==> src/hdl/srtfc_pkg.sv <==
// Package: widths, request codes, status codes, flag bits, entry and cell interface types and sequencer states.
`timescale 1ns / 1ps
`default_nettype none
package srtfc_pkg;
	localparam int MAX_REGIONS = 16;
	localparam int PAGE_BYTES = 4096;
	localparam int PAGE_SHIFT = $clog2(PAGE_BYTES);
	localparam int PAGE_W = 32 - PAGE_SHIFT;
	localparam int END_W = PAGE_W + 1;
	localparam int SLOT_W = $clog2(MAX_REGIONS);
	localparam int CNT_W = $clog2(MAX_REGIONS + 1);

	localparam logic [1:0] REQ_MAP = 2'd0;
	localparam logic [1:0] REQ_FAULT = 2'd1;
	localparam logic [1:0] REQ_CLEAR = 2'd2;

	localparam logic [1:0] ST_OK = 2'd0;
	localparam logic [1:0] ST_BAD = 2'd1;
	localparam logic [1:0] ST_FULL = 2'd2;

	localparam int FL_READ = 0;
	localparam int FL_WRITE = 1;
	localparam int FL_EXEC = 2;
	localparam int FL_STACK = 3;

	typedef struct packed {
		logic [PAGE_W-1:0] start_pg;
		logic [END_W-1:0] end_pg;
		logic [3:0] flags;
	} entry_t;

	// Command broadcast to every cell.
	typedef struct packed {
		logic ins;              // insert at ins_pos, shift upward
		logic [SLOT_W-1:0] ins_pos;
		entry_t ins_entry;
	} cell_cmd_t;

	typedef enum logic [1:0] {S_IDLE, S_EVAL, S_OUT} state_t;
endpackage
`default_nettype wire

==> src/hdl/srtfc_cell.sv <==
// One table cell: holds an entry, shifts from its lower neighbor on insert.
`timescale 1ns / 1ps
`default_nettype none
module srtfc_cell
	import srtfc_pkg::*;
(
	input wire logic clk,
	input wire logic [SLOT_W-1:0] idx,
	input wire cell_cmd_t cmd,
	input wire entry_t prev_entry,
	output entry_t entry
);
	entry_t entry_q;
	assign entry = entry_q;

	// Take the new entry at the insert point, the neighbor's above it.
	always_ff @(posedge clk) begin
		if (cmd.ins) begin
			if (idx == cmd.ins_pos) entry_q <= cmd.ins_entry;
			else if (idx > cmd.ins_pos) entry_q <= prev_entry;
		end
	end
endmodule
`default_nettype wire

==> src/hdl/sorted_region_table_fault_check.sv <==
// Top level: request handshake, lookup/insert control and the cell chain.
`timescale 1ns / 1ps
`default_nettype none
// Sorted region table with fault check. The request type travels on s_tuser;
// address, length, flags and fault code travel on s_tdata. A request is
// accepted only while the sequencer is idle. In the cycle after acceptance
// every cell compares its entry in parallel, the first hit and the insert
// point are found, and on the edge that ends that cycle an insert shifts the
// chain of cells and the result is registered. In the output state the
// result moves into the output register once the receiver has taken the
// previous result, and the sequencer then returns to idle to accept the next
// request; it takes no new request before it is through with the last one.
// A stalled receiver holds the sequencer in its output state.
// A new request is taken while a result waits in the output register.
// Table entries hold no reset value; only entries below the region count
// are ever read. Config writes go to user_base (index 0) and user_top
// (index 1).
module sorted_region_table_fault_check
	import srtfc_pkg::*;
(
	input wire logic clk,
	input wire logic arst_n,
	input wire logic s_tvalid,
	output logic s_tready,
	// addr[31:0], length[63:32], region_flags[67:64], fault_code[69:68]
	input wire logic [71:0] s_tdata,
	// req_type[1:0]
	input wire logic [1:0] s_tuser,
	output logic m_tvalid,
	input wire logic m_tready,
	// status[1:0], slot[5:2], region_start[37:6], region_end[69:38],
	// page_addr[101:70], write_perm[102]
	output logic [103:0] m_tdata,
	input wire logic cfg_we,
	input wire logic [0:0] cfg_index,
	input wire logic [31:0] cfg_data
);
	logic [31:0] user_base_q, user_top_q;
	always_ff @(posedge clk or negedge arst_n) begin
		if (!arst_n) begin
			user_base_q <= 32'h0020_0000;
			user_top_q <= 32'hB000_0000;
		end else if (cfg_we) begin
			if (cfg_index == 1'b0) user_base_q <= cfg_data;
			else user_top_q <= cfg_data;
		end
	end

	state_t state_q, state_d;
	logic [71:0] req_q;
	logic [CNT_W-1:0] count_q;
	logic [SLOT_W-1:0] lh_slot_q;
	logic lh_valid_q;
	logic out_valid_q;
	logic [103:0] out_q;

	logic [1:0] r_type;
	logic [31:0] r_addr, r_len;
	logic [3:0] r_flags;
	logic [1:0] r_code;
	assign r_type = req_q[1:0];
	assign r_addr = req_q[33:2];
	assign r_len = req_q[65:34];
	assign r_flags = req_q[69:66];
	assign r_code = req_q[71:70];

	// Cell chain
	entry_t ent [MAX_REGIONS];
	cell_cmd_t cmd;
	for (genvar g = 0; g < MAX_REGIONS; g++) begin : g_cell
		entry_t prev;
		if (g == 0) begin : g_first
			assign prev = ent[0];
		end else begin : g_rest
			assign prev = ent[g-1];
		end
		srtfc_cell u_cell (
			.clk(clk),
			.idx(SLOT_W'(g)),
			.cmd(cmd),
			.prev_entry(prev),
			.entry(ent[g])
		);
	end

	// Map range rounding
	logic [32:0] m_sum, m_e;
	logic [PAGE_W-1:0] m_sp;
	logic [END_W-1:0] m_ep;
	logic [32:0] m_s;
	logic map_ok;
	assign m_sum = {1'b0, r_addr} + {1'b0, r_len} + 33'(PAGE_BYTES - 1);
	assign m_sp = r_addr[31:PAGE_SHIFT];
	assign m_ep = m_sum[32:PAGE_SHIFT];
	assign m_s = {1'b0, m_sp, {PAGE_SHIFT{1'b0}}};
	assign m_e = {m_ep, {PAGE_SHIFT{1'b0}}};
	assign map_ok = (m_s >= {1'b0, user_base_q}) && (m_s < m_e)
		&& (m_e <= {1'b0, user_top_q});

	// Lookup key in pages: map uses the start page, fault the address page
	logic [PAGE_W-1:0] key_pg;
	assign key_pg = (r_type == REQ_MAP) ? m_sp : r_addr[31:PAGE_SHIFT];

	// Per-cell compares and first-hit search
	logic [MAX_REGIONS-1:0] live, endabove, startle;
	always_comb begin
		for (int i = 0; i < MAX_REGIONS; i++) begin
			live[i] = CNT_W'(i) < count_q;
			endabove[i] = live[i] && (ent[i].end_pg > {1'b0, key_pg});
			startle[i] = live[i] && (ent[i].start_pg <= m_sp);
		end
	end

	logic found;
	logic [SLOT_W-1:0] first_hit;
	logic [SLOT_W-1:0] ins_pos;
	always_comb begin
		found = 1'b0;
		first_hit = '0;
		for (int i = MAX_REGIONS - 1; i >= 0; i--) begin
			if (endabove[i]) begin
				found = 1'b1;
				first_hit = SLOT_W'(i);
			end
		end
		ins_pos = SLOT_W'(count_q);
		for (int i = MAX_REGIONS - 1; i >= 0; i--) begin
			if (live[i] && !startle[i]) ins_pos = SLOT_W'(i);
		end
	end

	// Last-hit cache check
	logic lh_use;
	entry_t lh_e;
	assign lh_e = ent[lh_slot_q];
	assign lh_use = lh_valid_q && (CNT_W'(lh_slot_q) < count_q)
		&& (lh_e.start_pg <= key_pg) && (lh_e.end_pg > {1'b0, key_pg});

	logic hit;
	logic [SLOT_W-1:0] hslot;
	entry_t he;
	assign hit = lh_use || found;
	assign hslot = lh_use ? lh_slot_q : first_hit;
	assign he = ent[hslot];

	// Evaluate request
	logic [1:0] st;
	logic [SLOT_W-1:0] o_slot;
	logic [31:0] o_rs, o_re, o_pa;
	logic o_wp;
	logic do_ins, upd_lh, clr;
	logic ok;
	logic [32:0] hs, he_a, a33;
	assign hs = {1'b0, he.start_pg, {PAGE_SHIFT{1'b0}}};
	assign he_a = {he.end_pg, {PAGE_SHIFT{1'b0}}};
	assign a33 = {1'b0, r_addr};
	always_comb begin
		st = ST_BAD; o_slot = '0; o_rs = '0; o_re = '0; o_pa = '0; o_wp = 1'b0;
		do_ins = 1'b0; upd_lh = 1'b0; clr = 1'b0; ok = 1'b0;
		unique case (r_type)
			REQ_MAP: begin
				if (map_ok) begin
					upd_lh = !lh_use && found;
					if (hit && (m_e > hs)) st = ST_BAD;
					else if (count_q == CNT_W'(MAX_REGIONS)) st = ST_FULL;
					else begin
						st = ST_OK; do_ins = 1'b1; o_slot = ins_pos;
						o_rs = m_s[31:0]; o_re = m_e[31:0];
					end
				end
			end
			REQ_FAULT: begin
				upd_lh = !lh_use && found;
				if (hit && !(hs > a33)
					&& !(he.flags[FL_STACK] && a33 < hs + 33'(PAGE_BYTES))) begin
					if (r_code[1]) ok = he.flags[FL_WRITE];
					else if (r_code[0]) ok = 1'b0;
					else ok = he.flags[FL_READ] || he.flags[FL_EXEC];
					if (ok) begin
						st = ST_OK; o_slot = hslot; o_rs = hs[31:0]; o_re = he_a[31:0];
						o_pa = {r_addr[31:PAGE_SHIFT], {PAGE_SHIFT{1'b0}}};
						o_wp = he.flags[FL_WRITE];
					end
				end
			end
			REQ_CLEAR: begin
				st = ST_OK; clr = 1'b1;
			end
			default: st = ST_BAD;
		endcase
	end

	logic eval;
	assign eval = (state_q == S_EVAL);
	assign cmd.ins = eval && do_ins;
	assign cmd.ins_pos = ins_pos;
	assign cmd.ins_entry = '{start_pg: m_sp, end_pg: m_ep, flags: r_flags};

	// Sequencer
	assign s_tready = (state_q == S_IDLE);
	always_comb begin
		state_d = state_q;
		unique case (state_q)
			S_IDLE: if (s_tvalid) state_d = S_EVAL;
			S_EVAL: state_d = S_OUT;
			S_OUT: if (!out_valid_q || m_tready) state_d = S_IDLE;
			default: state_d = S_IDLE;
		endcase
	end

	logic [103:0] res_q;
	always_ff @(posedge clk) begin
		if (s_tvalid && s_tready) req_q <= {s_tdata[69:0], s_tuser};
		if (eval) res_q <= {1'b0, o_wp, o_pa, o_re, o_rs, o_slot, st};
		if (state_q == S_OUT && (!out_valid_q || m_tready)) out_q <= res_q;
	end

	// Control state
	always_ff @(posedge clk or negedge arst_n) begin
		if (!arst_n) begin
			state_q <= S_IDLE;
			count_q <= '0;
			lh_slot_q <= '0;
			lh_valid_q <= 1'b0;
			out_valid_q <= 1'b0;
		end else begin
			state_q <= state_d;
			if (state_q == S_OUT && (!out_valid_q || m_tready)) out_valid_q <= 1'b1;
			else if (m_tready) out_valid_q <= 1'b0;
			if (eval) begin
				if (clr) begin
					count_q <= '0; lh_valid_q <= 1'b0; lh_slot_q <= '0;
				end else begin
					if (upd_lh) begin
						lh_valid_q <= 1'b1;
						lh_slot_q <= (do_ins && first_hit >= ins_pos)
							? first_hit + 1'b1 : first_hit;
					end else if (do_ins && lh_valid_q && lh_slot_q >= ins_pos)
						lh_slot_q <= lh_slot_q + 1'b1;
					if (do_ins) count_q <= count_q + 1'b1;
				end
			end
		end
	end

	assign m_tvalid = out_valid_q;
	assign m_tdata = out_q;
endmodule
`default_nettype wire
==> config.mk <==
export PLATFORM = sky130hd
export DESIGN_NAME = sorted_region_table_fault_check
export DESIGN_NICKNAME = d
export VERILOG_FILES = /design/src/hdl/srtfc_pkg.sv /design/src/hdl/srtfc_cell.sv /design/src/hdl/sorted_region_table_fault_check.sv
export SDC_FILE = /design/constraint.sdc
export NUM_CORES = 2
export LEC_CHECK = 0
export ABC_AREA = 1
export BUFFER_PORTS_ARGS = -buffer_cell sky130_fd_sc_hd__buf_4
export CELL_PAD_IN_SITES_DETAIL_PLACEMENT = 1
export CELL_PAD_IN_SITES_GLOBAL_PLACEMENT = 2
export CORE_AREA = 2 2 459 461
export CTS_BUF_LIST = sky130_fd_sc_hd__clkbuf_8
export CTS_CLUSTER_DIAMETER = 80
export DETAILED_ROUTE_END_ITERATION = 7
export DIE_AREA = 0 0 461 463
export PLACE_DENSITY_LB_ADDON = 0.1
export SYNTH_ARGS = -nofsm -noshare
export SYNTH_HDL_FRONTEND = slang
export SYNTH_SLANG_ARGS = --single-unit
==> constraint.sdc <==
create_clock -name clk -period 14.7 [get_ports clk]
set_input_delay 0.735 -clock clk [delete_from_list [all_inputs] [get_ports clk]]
set_output_delay 0.735 -clock clk [all_outputs]
set_load 0.03 [all_outputs]
==> After elaboration in Yosys (flattened, before gate mapping) <==
Cells that the tools add are included.
{ "classes": {"add_sub_neg": 6, "n_bitwise": 3, "muxes": 133, "n_reduce_logical": 133, "eq_ne": 22, "magnitude_cmp": 76} }
{ "ops": {"columns": ["cell", "n"], "rows": [
  ["2-to-1 mux 45 bit", 34],
  ["binary-select mux 45 bit (select 4 bit)", 2],
  ["> comparator 21 x 20 -> 1 bit", 17],
  ["<= comparator 20 bit", 17],
  ["2-to-1 mux 32 bit", 10],
  ["2-to-1 mux 4 bit", 42],
  ["one-hot mux 32 bit (2 select lines)", 2],
  ["less-than comparator 32 x 33 -> 1 bit", 2],
  ["logical AND 1 bit", 64],
  ["AND reduction 2 bit", 23],
  ["less-than comparator 4 x 5 -> 1 bit (first input constant)", 8],
  ["nonzero test 2 bit", 18],
  ["adder 32 x 13 -> 33 bit (second input constant)", 1],
  ["adder 32 x 32 -> 33 bit", 1],
  ["adder 33 x 12 -> 33 bit (second input constant)", 1],
  ["> comparator 33 x 32 -> 1 bit", 1],
  ["<= comparator 33 x 32 -> 1 bit", 1],
  ["equality test 4 bit (first input constant)", 8],
  ["greater-or-equal comparator 32 bit", 1],
  ["> comparator 32 bit", 1],
  ["> comparator 4 bit (first input constant)", 8],
  ["2-to-1 mux 1 bit", 32],
  ["zero test 1 bit", 20],
  ["less-than comparator 3 x 5 -> 1 bit (first input constant)", 4],
  ["other kinds (29)", 55]
]} }
{ "totals": {"word_cells": 433, "ff_bits": 1075} }

==> Depth between registers and ports, before layout <==
{ "depth": {"word_depth": 33, "depth_mapped": 60, "depth_no_buf": 56} }

==> Hierarchy <==
From an unflattened synthesis, not the netlist that was laid out.
{ "unflattened": {"hier_cells": 9588, "hier_area_um2": 77640.7} }
{ "modules_own_cells": {"columns": ["mod", "seq_area_each_um2", "n_inst", "cells_per_inst", "area_each_um2"], "rows": [
  ["sorted_region_table_fault_check", 8117.8, 1, 6132, 43367.8],
  ["srtfc_cell", 1351.3, 16, 216, 2142.1]
]} }

==> Least setup slack after synthesis <==
OpenSTA, ideal clock, no wires.
{ "synth_timing": {"kind": "register to register", "startpoint": "register lh_slot_q[1]", "endpoint": "register g_cell[5].u_cell.entry_q, in the netlist g_cell[5].u_cell.entry[0], enable pin", "path_slack_ns": 3.281, "path_stages_with_launch": 48, "period_less_slack_ns": 11.419, "setup_ns": 0.462, "t_required_ns": 14.238, "t_arrival_ns": 10.956, "cell_sequence": "dfrtp_1 -> buf_4 -> clkbuf_1 -> nand2_1 -> clkbuf_1 -> buf_1 -> o221ai_1 -> a21oi_1 -> o21ai_0 -> o21ai_0 -> ha_1 -> a21oi_1 -> nor2_1 -> a211oi_1 -> o221ai_1 -> a221o_1 -> a21oi_1 -> nand3_4 -> [12 not listed] -> o21ai_0 -> a21oi_1 -> nor2_1 -> o21ai_0 -> a31oi_1 -> nor3_1 -> o21ai_0 -> a21oi_1 -> a21oi_1 -> a2bb2oi_1 -> nor2_1 -> nand2_1 -> nor2_2 -> nand2_1 -> clkbuf_1 -> nor2_1 -> inv_1 -> a21oi_1"} }
{ "synth_via": {"elab_chain_len": 19} }
{ "synth_rtl": {"columns": ["item", "line_no", "rtl"], "rows": [
  ["from (decl)", "sorted_region_table_fault_check.sv:52", "logic [SLOT_W-1:0] lh_slot_q;"],
  ["from (signal assigned)", "sorted_region_table_fault_check.sv:236", "lh_slot_q <= (do_ins && first_hit >= ins_pos)"],
  ["from (signal assigned)", "sorted_region_table_fault_check.sv:239", "lh_slot_q <= lh_slot_q + 1'b1;"],
  ["NOT 4 -> 5 bit (not written as such)", "sorted_region_table_fault_check.sv:135", "assign lh_e = ent[lh_slot_q];"],
  ["binary-select mux 45 bit (select 4 bit)", "sorted_region_table_fault_check.sv:135", null],
  ["2-to-1 mux 45 bit (not written as such) (2 in series)", "sorted_region_table_fault_check.sv:135", null],
  ["<= comparator 20 bit", "sorted_region_table_fault_check.sv:137", "&& (lh_e.start_pg <= key_pg) && (lh_e.end_pg > {1'b0, key_pg});"],
  ["logical AND 1 bit (2 in series)", "sorted_region_table_fault_check.sv:137", null],
  ["2-to-1 mux 4 bit", "sorted_region_table_fault_check.sv:143", "assign hslot = lh_use ? lh_slot_q : first_hit;"],
  ["NOT 4 -> 5 bit (not written as such)", "sorted_region_table_fault_check.sv:144", "assign he = ent[hslot];"],
  ["binary-select mux 45 bit (select 4 bit)", "sorted_region_table_fault_check.sv:144", null],
  ["2-to-1 mux 45 bit (not written as such) (2 in series)", "sorted_region_table_fault_check.sv:144", null],
  ["> comparator 33 x 32 -> 1 bit", "sorted_region_table_fault_check.sv:164", "if (hit && (m_e > hs)) st = ST_BAD;"],
  ["logical AND 1 bit *", "sorted_region_table_fault_check.sv:164", null],
  ["2-to-1 mux 1 bit *", "sorted_region_table_fault_check.sv:164", null],
  ["2-to-1 mux 1 bit *", "sorted_region_table_fault_check.sv:162", "if (map_ok) begin"],
  ["2-to-1 mux 1 bit *", "sorted_region_table_fault_check.sv:160", "unique case (r_type)"],
  ["logical AND 1 bit *", "sorted_region_table_fault_check.sv:195", "assign cmd.ins = eval && do_ins;"],
  ["AND reduction 2 bit (no source line) *", null, null],
  ["to (signal assigned)", "srtfc_cell.sv:19", "if (idx == cmd.ins_pos) entry_q <= cmd.ins_entry;"],
  ["to (signal assigned)", "srtfc_cell.sv:20", "else if (idx > cmd.ins_pos) entry_q <= prev_entry;"],
  ["to (decl)", "srtfc_cell.sv:13", "entry_t entry_q;"]
]} }
Every way passes the cells marked *; elsewhere a longest branch is shown, timed or not. The select of a mux whose other input is x is not followed.
A chain may end at the register's enable or synchronous reset.

==> qor.csv <==
stage,metric,value,unit
timing,min_period,11.76,ns
timing,skew,0.08601,ns
clocking,clockBufferDepth,3,
job,max-cap-violations,0,
drt,ant_nets,0,
yosys,synth.area.top_cells,"edfxtp_1 38%, ha_1 15%, nand2_1 9.0%, o21ai_0 8.0%, a21oi_1 4.9%",
clocking,cts_tree,done,
yosys,async_flop_share,7.677,%
clocking,ctsResizeCount,0,
timing,layout_setup_ws,2.938,ns
worst_setup_path,startpoint_type,register,
pwr,power_density,149.6,nW/um^2
clocking,htree_levels,4,
timing,period_share,80.02,%
drt,drt_wl_total,355.8,mm
drt,drc_errors,0,
die,row_count,168,
die,initial_core_util,34.79,%
yosys,avgSynthCellArea,8.455,um^2
die,die_x,461,um
yosys,netlist_area,72540,um^2
timing,hold_ws,0.07837,ns
die,pin_count,218,
cells_and_area,nets,9768,
yosys,ys_seq_elements,1003,
global_route,globalRouteOverflowTotal,0,
timing,setup_violations,0,
pwr,ir_worst_vdd,118.0,uV
yosys,ys.flop_type,edfxtp_1,
placement,dpl.hpwl,254.6,mm
run_status,status,"finished, final reports clean",
hold_path,min_from,cfg_data[19],
placement,portBuffers,178,
worst_setup_path,path_class,reg2reg,
global_route,grt_pass1_wl,503.5,mm
worst_setup_path,worstPathRequired,15.33,ns
die,coreArea,208500,um^2
drt,dr.pass1.iters,5,
yosys,synthDistinctLibCells,74,
global_route,grt_max_degree,130,
yosys,synthTopCellsByCount,"1745 x nand2_1, 1156 x o21ai_0, 926 x edfxtp_1",
drt,detailroute.via_count,69420,
yosys,ys_warn_count,0,
timing,slew_viol_final,0,
yosys,synth_top_area_share,38.33,%
worst_setup_path,regToRegStartpoint,lh_slot_q[0],
yosys,ys_seq_area_share,41.00,%
timing,worst_pin_slew,1.356,ns
hold_path,min_path_type,in2reg,
hold_path,min_path_cells,3,
cells_and_area,fill_cells,24600,
worst_setup_path,r2r.worst_path.cells,43,
worst_setup_path,crit_path_max_incr_delay,0.67,ns
cells_and_area,ff_latch_area,29750,um^2
clocking,clock_latency,1.06,ns
timing,fmax,0.08502,GHz
drt,vias_per_cell,5.910,
yosys,synth_edf_count,926,
clocking,root_buffer,clkbuf_8,
worst_setup_path,endpoint_kind,register,
die,fp.dieArea,213400,um^2
pwr,p_total,12.26,mW
worst_setup_path,critical-path-slowest-cell,dfrtp_4,
drt,wl_per_cell,30.30,um
timing,max_slew_margin,8.638,%
pwr,cellLeakagePower,34.70,nW
timing,rsz0062_at_grt,no,
die,die_y,463,um
clocking,clk_pin_slew,0.06,ns
global_route,grt_pass1_vias,68540,
clocking,cts_buffers,201,
yosys,syn_inst,8579,
worst_setup_path,arrival,12.39,ns
cells_and_area,area_growth,13.03,%
timing,hold_violations,0,
drt,drtIter0Drc,7594,
cells_and_area,drive_above_1_share,8.842,%
placement,gp_congestion,0.9156,
worst_setup_path,cp_max_fo,129,
global_route,grt_usage,32.68,%
yosys,yosysMostFrequentCell,nand2_1,
timing,fin_setup_tns,0,ns
global_route,antenna_found_initial,29,
clocking,cts.sinks,1003,
worst_setup_path,startpoint,lh_slot_q[0],
placement,dp_slack,3.423,ns
cells_and_area,multi_input_area,38250,um^2
yosys,yosys.area.top_type,edfxtp_1,
-- area by class of cell --
cell class | count | share of cell area, %
Antenna cell | 5 | 0.01526
Clock buffer | 215 | 3.609
Clock inverter | 142 | 1.029
Inverter | 660 | 3.049
Multi-Input combinational cell | 6434 | 46.65
Sequential cell | 1003 | 36.29
Tap cell | 2805 | 4.281
Timing Repair Buffer | 481 | 5.079
-- routing by layer --
layer / vias to the layer above / global-route usage [%] / share of wire [%]
met5: - / 0 / 0.0037
met1: 35000 / 46.84 / 45
met3: 434 / 5.928 / 8.3
li1: 31050 / - / -
met2: 2929 / 50.04 / 44
met4: 2 / 9.101 / 2.8
-- cells by family after synthesis --
kind of cell / Yosys count / synth area share (%)
AO/OA/AOI/OAI: 2379 / 18.32
XOR/XNOR: 35 / 0.4226
adder cells (fa/ha/maj): 875 / 15.09
buffers and inverters: 1178 / 6.813
flip-flops: 1003 / 41.00
multiplexers: 15 / 0.2070
other: 1 / 0.005170
AND/OR/NAND/NOR: 3093 / 18.14
-- state kept, by name, indices dropped and copies added (netlist names), 2 cells and up --
register	flops
user_base_q	32
res_q	67
m_tdata	67
count_q	5
lh_slot_q	4
user_top_q	32
state_q	2
g_cell.u_cell.entry	720
req_q	72
-- where the power goes --
part | internal, mW | leakage (nW) | switching, mW
registers | 3.36 | 9.37 | 0.171
clock network | 1.44 | 2.17 | 1.45
logic | 1.49 | 23.2 | 4.34
-- what timing repair did --
action,4_1_cts,5_1_grt
setup endpoints to repair,0,0
hold endpoints to repair,142,0
hold buffers,106,0
setup buffers,0,0
-- stage by stage --
step	instance area [um^2]	util, %	std cells
after floorplan	72670	-	8615
after global placement	77110	36.98	11280
after detailed placement	77110	36.98	11280
after CTS	81970	39.31	11740
after global routing	81980	39.31	11740
final	81990	39.32	11750
-- final timing paths --
path | end | slack [ns]
setup / recovery | g_cell[14].u_cell.entry[36] | 2.94
hold / removal | user_top_q[19] | 0.08
setup reg to reg | g_cell[14].u_cell.entry[36] | 2.94
hold reg to reg | m_tdata[58] | 0.41
max in group asynchronous | lh_slot_q[1] | 13.28
min in group asynchronous | user_base_q[27] | 0.10
-- cell usage in the layout (no fill, tap or decap), types with 45 or more instances in the layout --
cell	n
o211ai_1	63
o21ai_0	1155
dlygate4sd3_1	106
buf_4	352
nor3_1	75
edfxtp_1	926
o221ai_1	106
inv_1	670
a31oi_1	45
nand4_1	105
ha_1	875
nor2_1	417
clkbuf_8	215
nand3_1	621
nand2_1	1732
o21ai_1	49
a21oi_1	707
a211oi_1	51
dfrtp_1	69
-- worst max-delay path: cells and delay by family (launching register included) --
family	cells	cell delay [ns]
fa+ha+maj	2	0.76
simple gates	21	4.29
buf+inv	8	2.56
compound gates	12	2.40
flops	1	0.67
Power figures use the tool's default switching activity.
